==> src/hw/rtl/ple_pkg.sv <==
// ----------------------------------------------------------------------------
// ple_pkg: shared types and constants of the positional list engine
// Field widths, action and status codes, and the command and status
// bundles that pass between the controller and the datapath.
// ----------------------------------------------------------------------------
package ple_pkg;

  localparam int unsigned ACT_W = 3;
  localparam int unsigned POS_W = 7;
  localparam int unsigned VAL_W = 32;
  localparam int unsigned LEN_W = 7;
  localparam int unsigned ST_W  = 2;

  typedef enum logic [ACT_W-1:0] {
    ACT_APPEND,
    ACT_PREPEND,
    ACT_INSERT,
    ACT_RM_LAST,
    ACT_RM_FIRST,
    ACT_RM_AT,
    ACT_REVERSE,
    ACT_READ
  } act_e;

  typedef enum logic [ST_W-1:0] {
    ST_OK,
    ST_FULL,
    ST_EMPTY,
    ST_RANGE
  } st_e;

  // What an accepted item needs from the store
  typedef enum logic [2:0] {
    JOB_NONE,
    JOB_DROP,
    JOB_READ,
    JOB_UP,
    JOB_DOWN,
    JOB_REV
  } job_e;

  // Read and pointer step issued to the datapath in one cycle
  typedef enum logic [2:0] {
    STEP_NONE,
    STEP_UP,
    STEP_DOWN,
    STEP_REV_A,
    STEP_REV_B,
    STEP_READ
  } step_e;

  // Write port source; the address follows the source
  typedef enum logic [1:0] {
    WSEL_RD,
    WSEL_HOLD,
    WSEL_VAL
  } wsel_e;

  typedef struct packed {
    logic  load;
    step_e step;
    logic  wr_en;
    wsel_e wr_sel;
    logic  cnt_inc;
    logic  cnt_dec;
    logic  res_ld;
  } cmd_t;

  typedef struct packed {
    job_e job;
    logic up_more;
    logic down_more;
    logic rev_more;
  } sts_t;

endpackage

==> src/hw/rtl/ple_datapath.sv <==
// ----------------------------------------------------------------------------
// ple_datapath: element store, pointers and result registers
// Decodes an item on transfer, then moves elements through a single-port
// read / single-port write store as the controller steps it.
// ----------------------------------------------------------------------------
module ple_datapath #(
  parameter int unsigned DEPTH      = 64,
  parameter int unsigned ELEM_WIDTH = 32
) (
  input  logic                         clk_i,
  input  logic                         rst_ni,
  input  ple_pkg::cmd_t                cmd_i,
  output ple_pkg::sts_t                sts_o,
  input  logic [ple_pkg::ACT_W-1:0]    action_i,
  input  logic [ple_pkg::POS_W-1:0]    position_i,
  input  logic [ple_pkg::VAL_W-1:0]    value_i,
  output logic [ple_pkg::VAL_W-1:0]    read_value_o,
  output logic [ple_pkg::LEN_W-1:0]    list_length_o,
  output logic [ple_pkg::ST_W-1:0]     status_o
);
  import ple_pkg::*;

  localparam int unsigned CW = $clog2(DEPTH + 1);
  localparam int unsigned AW = $clog2(DEPTH);
  localparam int unsigned XW = (CW > POS_W) ? CW : POS_W;
  localparam int unsigned MW = (ELEM_WIDTH > VAL_W) ? ELEM_WIDTH : VAL_W;

  logic [CW-1:0]         cnt_q, cnt_d;
  logic [CW-1:0]         lo_q, hi_q, at_q;
  logic [CW-1:0]         lo_p1, hi_m1;
  logic [AW-1:0]         wa_q, wb_q;
  job_e                  job_q;
  st_e                   code_q;
  logic [ELEM_WIDTH-1:0] val_q, rd_q, hold_q;
  logic [ELEM_WIDTH-1:0] mem_q [DEPTH];
  logic [VAL_W-1:0]      rv_q;
  logic [LEN_W-1:0]      len_q;
  st_e                   st_q;

  // decode at transfer
  logic [XW-1:0] pos_x, cnt_x, len_x;
  logic [MW-1:0] val_x, rv_x;
  logic          full, empty;
  job_e          job_d;
  st_e           code_d;
  logic [CW-1:0] at_d;

  // store ports
  logic                  re, we;
  logic [AW-1:0]         raddr, waddr;
  logic [ELEM_WIDTH-1:0] wdata;

  always_comb begin
    pos_x  = XW'(position_i);
    cnt_x  = XW'(cnt_q);
    full   = (cnt_q == CW'(DEPTH));
    empty  = (cnt_q == '0);
    job_d  = JOB_NONE;
    code_d = ST_OK;
    at_d   = '0;
    case (act_e'(action_i))
      ACT_APPEND: begin
        if (full) code_d = ST_FULL;
        else begin
          job_d = JOB_UP;
          at_d  = cnt_q;
        end
      end
      ACT_PREPEND: begin
        if (full) code_d = ST_FULL;
        else job_d = JOB_UP;
      end
      ACT_INSERT: begin
        if (pos_x > cnt_x) code_d = ST_RANGE;
        else if (full) code_d = ST_FULL;
        else begin
          job_d = JOB_UP;
          at_d  = pos_x[CW-1:0];
        end
      end
      ACT_RM_LAST: begin
        if (empty) code_d = ST_EMPTY;
        else job_d = JOB_DROP;
      end
      ACT_RM_FIRST: begin
        if (empty) code_d = ST_EMPTY;
        else job_d = JOB_DOWN;
      end
      ACT_RM_AT: begin
        if (empty) code_d = ST_EMPTY;
        else if (pos_x >= cnt_x) code_d = ST_RANGE;
        else begin
          job_d = JOB_DOWN;
          at_d  = pos_x[CW-1:0];
        end
      end
      ACT_REVERSE: job_d = JOB_REV;
      ACT_READ: begin
        if (pos_x >= cnt_x) code_d = ST_RANGE;
        else begin
          job_d = JOB_READ;
          at_d  = pos_x[CW-1:0];
        end
      end
      default: job_d = JOB_NONE;
    endcase
  end

  assign lo_p1 = lo_q + CW'(1);
  assign hi_m1 = hi_q - CW'(1);

  assign sts_o.job       = job_q;
  assign sts_o.up_more   = (hi_q > at_q);
  assign sts_o.down_more = (lo_p1 < cnt_q);
  assign sts_o.rev_more  = (lo_p1 < hi_q);

  always_comb begin
    re    = (cmd_i.step != STEP_NONE);
    raddr = '0;
    case (cmd_i.step)
      STEP_UP:    raddr = hi_m1[AW-1:0];
      STEP_DOWN:  raddr = lo_p1[AW-1:0];
      STEP_REV_A: raddr = lo_q[AW-1:0];
      STEP_REV_B: raddr = hi_m1[AW-1:0];
      STEP_READ:  raddr = at_q[AW-1:0];
      default:    raddr = '0;
    endcase
  end

  always_comb begin
    we = cmd_i.wr_en;
    case (cmd_i.wr_sel)
      WSEL_RD: begin
        waddr = wa_q;
        wdata = rd_q;
      end
      WSEL_HOLD: begin
        waddr = wb_q;
        wdata = hold_q;
      end
      WSEL_VAL: begin
        waddr = at_q[AW-1:0];
        wdata = val_q;
      end
      default: begin
        waddr = wa_q;
        wdata = rd_q;
      end
    endcase
  end

  // element store, registered read
  always_ff @(posedge clk_i) begin
    if (we) mem_q[waddr] <= wdata;
    if (re) rd_q <= mem_q[raddr];
  end

  always_comb begin
    cnt_d = cnt_q;
    if (cmd_i.cnt_inc) cnt_d = cnt_q + CW'(1);
    else if (cmd_i.cnt_dec) cnt_d = cnt_q - CW'(1);
  end

  always_ff @(posedge clk_i or negedge rst_ni) begin
    if (!rst_ni) begin
      cnt_q <= '0;
    end else begin
      cnt_q <= cnt_d;
    end
  end

  assign val_x = MW'(value_i);
  assign rv_x  = MW'(rd_q);
  assign len_x = XW'(cnt_d);

  always_ff @(posedge clk_i) begin
    if (cmd_i.load) begin
      val_q  <= val_x[ELEM_WIDTH-1:0];
      at_q   <= at_d;
      lo_q   <= at_d;
      hi_q   <= cnt_q;
      job_q  <= job_d;
      code_q <= code_d;
    end
    case (cmd_i.step)
      STEP_UP: begin
        wa_q <= hi_q[AW-1:0];
        hi_q <= hi_m1;
      end
      STEP_DOWN: begin
        wa_q <= lo_q[AW-1:0];
        lo_q <= lo_p1;
      end
      STEP_REV_A: wa_q <= lo_q[AW-1:0];
      STEP_REV_B: begin
        wb_q   <= hi_m1[AW-1:0];
        hold_q <= rd_q;
        hi_q   <= hi_m1;
        lo_q   <= lo_p1;
      end
      default: ;
    endcase
    if (cmd_i.res_ld) begin
      rv_q  <= (job_q == JOB_READ) ? rv_x[VAL_W-1:0] : '0;
      len_q <= len_x[LEN_W-1:0];
      st_q  <= code_q;
    end
  end

  assign read_value_o  = rv_q;
  assign list_length_o = len_q;
  assign status_o      = st_q;

endmodule

==> src/hw/rtl/ple_ctrl.sv <==
// ----------------------------------------------------------------------------
// ple_ctrl: sequencer of the positional list engine
// Takes one item, steps the datapath through the shift, swap or read it
// needs, then holds the result until it is taken.
// ----------------------------------------------------------------------------
module ple_ctrl (
  input  logic          clk_i,
  input  logic          rst_ni,
  input  logic          in_valid_i,
  output logic          in_ready_o,
  output logic          out_valid_o,
  input  logic          out_ready_i,
  input  ple_pkg::sts_t sts_i,
  output ple_pkg::cmd_t cmd_o
);
  import ple_pkg::*;

  typedef enum logic [3:0] {
    S_IDLE,
    S_START,
    S_UP,
    S_PUT,
    S_DOWN,
    S_REV_A,
    S_REV_B,
    S_REV_TAIL,
    S_RD_WAIT,
    S_RESP
  } state_e;

  state_e state_q, state_d;
  logic   pend_q, pend_d;  // a read is in flight and its write is owed

  always_comb begin
    state_d       = state_q;
    pend_d        = pend_q;
    cmd_o         = '0;
    cmd_o.step    = STEP_NONE;
    cmd_o.wr_sel  = WSEL_RD;
    case (state_q)
      S_IDLE: begin
        if (in_valid_i) begin
          cmd_o.load = 1'b1;
          pend_d     = 1'b0;
          state_d    = S_START;
        end
      end
      S_START: begin
        case (sts_i.job)
          JOB_DROP: begin
            cmd_o.cnt_dec = 1'b1;
            cmd_o.res_ld  = 1'b1;
            state_d       = S_RESP;
          end
          JOB_READ: begin
            cmd_o.step = STEP_READ;
            state_d    = S_RD_WAIT;
          end
          JOB_UP:   state_d = S_UP;
          JOB_DOWN: state_d = S_DOWN;
          JOB_REV:  state_d = S_REV_A;
          default: begin
            cmd_o.res_ld = 1'b1;
            state_d      = S_RESP;
          end
        endcase
      end
      S_UP: begin
        cmd_o.wr_en = pend_q;
        if (sts_i.up_more) begin
          cmd_o.step = STEP_UP;
          pend_d     = 1'b1;
        end else begin
          pend_d  = 1'b0;
          state_d = S_PUT;
        end
      end
      S_PUT: begin
        cmd_o.wr_en   = 1'b1;
        cmd_o.wr_sel  = WSEL_VAL;
        cmd_o.cnt_inc = 1'b1;
        cmd_o.res_ld  = 1'b1;
        state_d       = S_RESP;
      end
      S_DOWN: begin
        cmd_o.wr_en = pend_q;
        if (sts_i.down_more) begin
          cmd_o.step = STEP_DOWN;
          pend_d     = 1'b1;
        end else begin
          cmd_o.cnt_dec = 1'b1;
          cmd_o.res_ld  = 1'b1;
          pend_d        = 1'b0;
          state_d       = S_RESP;
        end
      end
      S_REV_A: begin
        cmd_o.wr_en = pend_q;
        if (sts_i.rev_more) begin
          cmd_o.step = STEP_REV_A;
          state_d    = S_REV_B;
        end else if (pend_q) begin
          state_d = S_REV_TAIL;
        end else begin
          cmd_o.res_ld = 1'b1;
          state_d      = S_RESP;
        end
      end
      S_REV_B: begin
        cmd_o.step   = STEP_REV_B;
        cmd_o.wr_en  = pend_q;
        cmd_o.wr_sel = WSEL_HOLD;
        pend_d       = 1'b1;
        state_d      = S_REV_A;
      end
      S_REV_TAIL: begin
        cmd_o.wr_en  = 1'b1;
        cmd_o.wr_sel = WSEL_HOLD;
        cmd_o.res_ld = 1'b1;
        pend_d       = 1'b0;
        state_d      = S_RESP;
      end
      S_RD_WAIT: begin
        cmd_o.res_ld = 1'b1;
        state_d      = S_RESP;
      end
      S_RESP: begin
        if (out_ready_i) state_d = S_IDLE;
      end
      default: state_d = S_IDLE;
    endcase
  end

  always_ff @(posedge clk_i or negedge rst_ni) begin
    if (!rst_ni) begin
      state_q <= S_IDLE;
      pend_q  <= 1'b0;
    end else begin
      state_q <= state_d;
      pend_q  <= pend_d;
    end
  end

  assign in_ready_o  = (state_q == S_IDLE);
  assign out_valid_o = (state_q == S_RESP);

endmodule

==> src/hw/rtl/positional_list_engine_unit.sv <==
// ----------------------------------------------------------------------------
// positional_list_engine_unit: ordered list in a fixed element store
//
//   Channel  Direction  Handshake              Payload
//   in       sink       in_valid_i/in_ready_o  action_i, position_i, value_i
//   out      source     out_valid_o/out_ready_i read_value_o, list_length_o,
//                                               status_o
//
// One item in flight. Each moved element is one read and one write at the
// single read and single write port of the store, overlapped.
// in_ready_o is low from the input transfer until the result is taken.
// Reset clears the length and the sequencer only; store contents are
// never cleared, entries beyond the length are never read.
// ----------------------------------------------------------------------------
module positional_list_engine_unit #(
  parameter int unsigned DEPTH      = 64,
  parameter int unsigned ELEM_WIDTH = 32
) (
  input  logic                      clk_i,
  input  logic                      rst_ni,
  input  logic                      in_valid_i,
  output logic                      in_ready_o,
  input  logic [ple_pkg::ACT_W-1:0] action_i,
  input  logic [ple_pkg::POS_W-1:0] position_i,
  input  logic [ple_pkg::VAL_W-1:0] value_i,
  output logic                      out_valid_o,
  input  logic                      out_ready_i,
  output logic [ple_pkg::VAL_W-1:0] read_value_o,
  output logic [ple_pkg::LEN_W-1:0] list_length_o,
  output logic [ple_pkg::ST_W-1:0]  status_o
);
  import ple_pkg::*;

  // controller -> datapath commands, datapath -> controller status
  cmd_t cmd;
  sts_t sts;

  // Sequencer: decides per cycle which read, write and pointer step the
  // store performs. Shifts are pipelined, a read at one address and the
  // write of the previous read in the same cycle.
  ple_ctrl u_ctrl (
    .clk_i       (clk_i),
    .rst_ni      (rst_ni),
    .in_valid_i  (in_valid_i),
    .in_ready_o  (in_ready_o),
    .out_valid_o (out_valid_o),
    .out_ready_i (out_ready_i),
    .sts_i       (sts),
    .cmd_o       (cmd)
  );

  // Store, length count, pointers and result registers. The item is
  // decoded and checked at the input transfer; the status code is known
  // before any element moves.
  ple_datapath #(
    .DEPTH      (DEPTH),
    .ELEM_WIDTH (ELEM_WIDTH)
  ) u_datapath (
    .clk_i         (clk_i),
    .rst_ni        (rst_ni),
    .cmd_i         (cmd),
    .sts_o         (sts),
    .action_i      (action_i),
    .position_i    (position_i),
    .value_i       (value_i),
    .read_value_o  (read_value_o),
    .list_length_o (list_length_o),
    .status_o      (status_o)
  );

endmodule

==> config.mk <==
export PLATFORM = sky130hd
export DESIGN_NAME = positional_list_engine_unit
export DESIGN_NICKNAME = d
export VERILOG_FILES = /design/src/hw/rtl/ple_pkg.sv /design/src/hw/rtl/ple_datapath.sv /design/src/hw/rtl/ple_ctrl.sv /design/src/hw/rtl/positional_list_engine_unit.sv
export SDC_FILE = /design/constraint.sdc
export NUM_CORES = 2
export LEC_CHECK = 0
export BUFFER_PORTS_ARGS = -buffer_cell sky130_fd_sc_hd__buf_2
export CAP_MARGIN = 40
export CORE_ASPECT_RATIO = 1.75
export CORE_MARGIN = 4
export CORE_UTILIZATION = 25
export DETAILED_ROUTE_END_ITERATION = 12
export PLACE_DENSITY = 0.43
export SLEW_MARGIN = 15
export SYNTH_ARGS = -nofsm -noshare
export SYNTH_HDL_FRONTEND = slang
export SYNTH_SLANG_ARGS = --single-unit
==> constraint.sdc <==
create_clock -name clk_i -period 9.5 [get_ports clk_i]
set_clock_uncertainty 0.15 [all_clocks]
set_input_delay 1.9 -clock clk_i [delete_from_list [all_inputs] [get_ports clk_i]]
set_output_delay 1.9 -clock clk_i [all_outputs]
set_load 0.01 [all_outputs]
# After elaboration in Yosys (flattened, before gate mapping)
# Memories as Yosys holds them, arrays and structs flattened. A register that Yosys moved wholly into a read port is not among the register bits.
# Cells that the tools add are included.
# classes
shift,0
n_mul,0
eq_ne,33
n_mux,61
n_lt_le_gt_ge,5
reduce_logical,20
bitwise,0
n_div,0
n_addsub,4
# ops
op,count
$mux 7,11
$pmux 32 s2,1
$pmux 4 s8,1
$pmux 7 s4,1
$eq 3x3->1 const B,8
$mux 4,6
$pmux 6 s2,2
$pmux 6 s4,1
$pmux 3 s7,1
$mux 2,10
$eq 3x2->1 const B,6
$eq 4x3->1 const B,4
$pmux 4 s4,1
$mux 1,15
$pmux 3 s5,1
$add 7x1->7 const B,2
$gt 7x7->1,2
$lt 7x7->1,2
$reduce_or 2->1,7
$sub 7x1->7 const B,2
$mux 3,4
$pmux 2 s5,1
$eq 3x1->1 const B,3
$eq 4x2->1 const B,2
other kinds (22),29
# totals
out_inout_bits,43
latch_bits,0
ram_bits,2048
rom_bits,0
word_cells,139
n_memories,1
inputBits,46
regBits,155
# memory_table
name,depth,word_bits,read_ports,rd_ports_with_merged_regs,wr,line_no,rtl
u_datapath.mem_q,64,32,1,1,1,ple_datapath.sv:35,logic [ELEM_WIDTH-1:0] mem_q [DEPTH];

# Longest topological paths before layout
# depth
word_depth,7
mapped_depth,20
depth_no_buf,15

# By module
# From an unflattened synthesis, not the netlist that was laid out.
# hier_totals
hier_cells,6113
hier_area_um2,90001.3
# by_module_without_submodules
module,cells_each,seq_area_each_um2,instances,area_each_um2
ple_datapath,6024,66929.2,1,89385.7
ple_ctrl,89,125.1,1,615.6

# Worst setup path before layout
# OpenSTA, ideal clock, no wires.
# synth_timing
kind,flip-flop to flip-flop
start,reg u_ctrl.state_q[1]
end,"mem u_datapath.mem_q[0][18], data pin"
t_required_ns,8.648
setup_slack_ns,4.283
arrival_time_ns,4.365
n_path_buf,3
period_less_slack_ns,5.217
stages_incl_launch_ff,9
setup_ns,0.702
path_cell_list,dfrtp_1 -> clkbuf_1 -> nand3_1 -> inv_1 -> ha_1 -> clkbuf_1 -> buf_1 -> a22oi_1 -> o21ai_0
# synth_between
elab_chain_cells,5
word_cells_on_any_way,8
cone_classes,eq/ne (5); mux (2); reduce/logical (1)
# synth_lines
element,line_no,rtl
start: declaration,ple_ctrl.sv:31,"state_e state_q, state_d;"
start signal: assignment,ple_ctrl.sv:139,state_q <= state_d;
$eq 4x3->1,ple_ctrl.sv:40,case (state_q)
$reduce_or 2->1 (no source line),n/a,
$pmux 2 s2 *,ple_ctrl.sv:40,
$eq 2x2->1 or $eq 2x1->1 (tied branches),ple_datapath.sv:132,case (cmd_i.wr_sel)
$pmux 32 s2 *,ple_datapath.sv:132,
net u_datapath.wdata[18],ple_datapath.sv:51,logic [ELEM_WIDTH-1:0] wdata;
end: declaration,ple_datapath.sv:35,
# The timed path passes the listed nets; every way through them passes the cells marked *.

# Final worst setup path
# layout_timing
start,reg u_datapath.lo_q[3]
end,"reg u_datapath.rd_q[20] (read register of u_datapath.mem_q), data pin"
# layout_between
elab_chain_cells,7
word_cells_on_any_way,14
cone_classes,add/sub (1); order compare (2); eq/ne (5); mux (4); reduce/logical (2)
# layout_lines
element,line_no,rtl
start: declaration,ple_datapath.sv:29,"logic [CW-1:0] lo_q, hi_q, at_q;"
start signal: assignment,ple_datapath.sv:180,lo_q <= at_d;
start signal: assignment,ple_datapath.sv:192,lo_q <= lo_p1;
start signal: assignment,ple_datapath.sv:199,lo_q <= lo_p1;
$add 7x1->7,ple_datapath.sv:109,assign lo_p1 = lo_q + CW'(1);
"$lt 7x7->1, on equally long branches","ple_datapath.sv:115, ple_datapath.sv:114",
"$mux 2, on equally long branches","ple_ctrl.sv:99, ple_ctrl.sv:87",
$pmux 3 s5,ple_ctrl.sv:40,
$eq 3x1->1 or $eq 3x3->1 (tied branches),ple_datapath.sv:120,case (cmd_i.step)
$reduce_or 2->1 (no source line),n/a,
$pmux 6 s4,ple_datapath.sv:120,
end: declaration,ple_datapath.sv:34,"logic [ELEM_WIDTH-1:0] val_q, rd_q, hold_q;"
# Parallel ways exist; a longest one is shown, timed or not.
# A chain may end at the register's enable or synchronous reset.

==> results.toml <==
[clock_tree]
cts_tree = "built"
cts_resized = 0
clk_pin_slew_worst_paths_ps = 70
htreeDepth = 4
clock-root-buffer = "clkbuf_16"
numCtsBuffers = 199
cts_hold_buffers = 0
cts_setup_buffers = 0
clock-sinks = 2235
worstSkewPairLatency_ps = 890
clockBufferDepth = 4

[drt]
vias = 56300
drc = 0
wl_per_cell_um = 26.8
wl_um = 309000
drt-initial-drc-count = 5185
postRouteAntennaNets = 0
viasPerCell = 4.89
first_pass_iters = 6

[placement]
place_area_mm2 = 0.0970
dp_hpwl_um = 181000
port_buffers = 88
place_congestion = 0.850
placed_cells = 11100
pre_cts_ws_ps = 3390

[power]
power.leakage_nw = 33.8
peakVddDrop_mv = 0.162
powerDensity_mw_per_mm2 = 269
p_total_mw = 27.8

[critical_path]
cp_max_fo = 119
arrival_ps = 6680
setup.worst_path.end_class = "flip-flop"
start_kind = "flip-flop"
required_ps = 10080
worstSetupPathType = "reg -> reg"

[synthesis]
synth_edf_count = 2223
ys_seq_elements = 2235
synth_cell_type_count = 81
synth_seq_area_share_pct = 74.9
postSynthAreaPerCell_um2 = 13.6
synth_top_flop_cell = "edfxtp_1"
async_flop_share_pct = 0.537
synth_cells = 6594
syn_nets = 6672
synthesis.area_mm2 = 0.0896
yosysWarnings = 0

[final_layout]
final_common_cell = "edfxtp_1"
synthToLayoutAreaGrowth_pct = 15.3
layout_common_cells = "edfxtp_1 (2223), nand2_1 (1609), nand3_1 (669), a21oi_1 (486), clkbuf_16 (203)"
final_util_pct = 28.9
nFillCells = 35800
final_area_mm2 = 0.103
drive_gt1_share_pct = 10.7
nNetsFinal = 6760
multi_input_area_mm2 = 0.0212
stdcell_count = 11500
ff_latch_area_mm2 = 0.0671

[global_route]
grt_overflow_total = 0
grt_pass1_wl_um = 434000
antenna_found_initial = 4
grt_max_degree = 132
first_global_vias = 55800
grt_usage_pct = 16.2

[die]
start_util_pct = 25.1
die_w_um = 460
top_level_ports = 89
die_h_um = 800
core_area_mm2 = 0.357
dieArea_mm2 = 0.368
rows = 290

[timing]
fin_crit_ps = 6090
setup_viol = 0
worst_pin_slew_ps = 1220
max_freq_ghz = 0.164
hold_viol_final = 0
relSlewSlack_pct = 18.4
slew_violations = 0
rsz0062_at_grt = "false"
whs_ps = 288
min_period_over_period_pct = 64.1
fin_tns_setup_ps = 0
fin_ws_ps = 3410

[run]
max_cap_viol_count = 0

[hold_path]
min-delay-path-class = "reg -> reg"

[run_status]
status = "complete, no violations"
## layout make-up
| cell class | instances | share of cell area [%] |
|---|---|---|
| Sequential cell | 2235 | 64.9 |
| Clock inverter | 107 | 0.836 |
| Multi-Input combinational cell | 3887 | 20.5 |
| Tap cell | 4672 | 5.66 |
| Inverter | 38 | 0.139 |
| Timing Repair Buffer | 321 | 2.79 |
| Antenna cell | 3 | 0.00727 |
| Clock buffer | 246 | 5.08 |
## Yosys cell counts (5+ instances only)
cell type	count	share of area [%]
a2111oi_0	49	0.48
a211o_1	13	0.13
a211oi_1	102	0.85
a21o_1	58	0.49
a21oi_1	487	2.7
a221o_1	31	0.35
a221oi_1	20	0.20
a22o_1	6	0.059
a22oi_1	109	0.91
a2bb2oi_1	7	0.068
a311oi_1	17	0.17
a31oi_1	22	0.15
a32o_1	10	0.11
a32oi_1	19	0.19
and2_1	35	0.24
and3_1	71	0.50
buf_1	45	0.19
buf_2	191	1.1
buf_4	20	0.17
buf_6	23	0.29
clkbuf_1	154	0.65
dfrtp_1	12	0.34
edfxtp_1	2223	75
ha_1	32	0.45
inv_1	36	0.15
mux2_2	12	0.15
mux2i_1	97	1.1
nand2_1	1610	6.7
nand2b_1	8	0.056
nand3_1	669	3.7
nand4_1	55	0.38
nor2_1	93	0.39
nor3_1	10	0.056
nor3b_1	5	0.042
o211ai_1	10	0.084
o21a_1	9	0.075
o21ai_0	99	0.55
o21ai_1	13	0.073
o22ai_1	10	0.070
o32a_1	21	0.23
xnor2_1	10	0.098
xor2_1	6	0.059
## report_power, final
part	switching (mW)	internal (mW)	total, mW
registers	0.269	12.3	12.6
clock network	3.71	4.29	8.00
logic	5.40	1.80	7.19
## kinds of logic after synthesis
| logic type | synth area share [%] |
|---|---|
| buffers and inverters | 2.53 |
| adders and majority gates | 0.447 |
| xor gates and xnor gates | 0.156 |
| DFF | 74.9 |
| muxes | 1.23 |
| and+or+nand+nor | 12.4 |
| AOI/OAI and AO/OA | 8.32 |
## registers in the layout, summed over array words and instances, names as in the netlist
name,cells
u_ctrl.pend_q,1
u_ctrl.state_q,4
u_datapath.at_q,7
u_datapath.cnt_q,7
u_datapath.code_q,2
u_datapath.hi_q,7
u_datapath.hold_q,32
u_datapath.job_q,3
u_datapath.list_length_o,7
u_datapath.lo_q,7
u_datapath.mem_q,2048
u_datapath.rd_q,32
u_datapath.read_value_o,32
u_datapath.status_o,2
u_datapath.val_q,32
u_datapath.wa_q,6
u_datapath.wb_q,6
## worst max-delay path: stages (launching register included)
cell	delay, ps
edfxtp_1	520
and3_1	260
nand3_1	100
xor2_1	230
inv_1	130
ha_1	330
nand4_1	180
o21ai_1	510
o2111a_4	460
buf_12	480
buf_4	770
a21oi_1	90
a211oi_1	280
a211oi_1	110
a21oi_1	570
a221o_1	250
## worst paths after layout
path | startpoint | end | depth (start not counted) | slack, ps
max in group asynchronous | rst_ni | u_datapath.cnt_q[5]$_DFF_PN0_ | 1 | 8130
worst min-delay path | u_datapath.code_q[0]$_DFFE_PP_ | u_datapath.status_o[0]$_DFFE_PP_ | 0 | 290
worst max-delay path | u_datapath.lo_q[3]$_DFFE_PP_ | u_datapath.rd_q[20]$_DFFE_PP_ | 15 | 3410
min in group asynchronous | rst_ni | u_ctrl.state_q[1]$_DFFE_PN0P_ | 1 | 780
worst max register to register | u_datapath.lo_q[3]$_DFFE_PP_ | u_datapath.rd_q[20]$_DFFE_PP_ | 15 | 3410
worst min register to register | u_datapath.code_q[0]$_DFFE_PP_ | u_datapath.status_o[0]$_DFFE_PP_ | 0 | 290
## per-layer routing
metal / track usage (%) / up-vias / share of wire (%)
met5: 0 / - / 0
li1: - / 24800 / -
met4: 6.07 / 0 / 4.0
met2: 31.1 / 1628 / 54
met1: 18.5 / 29400 / 38
met3: 1.45 / 457 / 4.1
No activity file was read; power rests on OpenSTA's default activity.
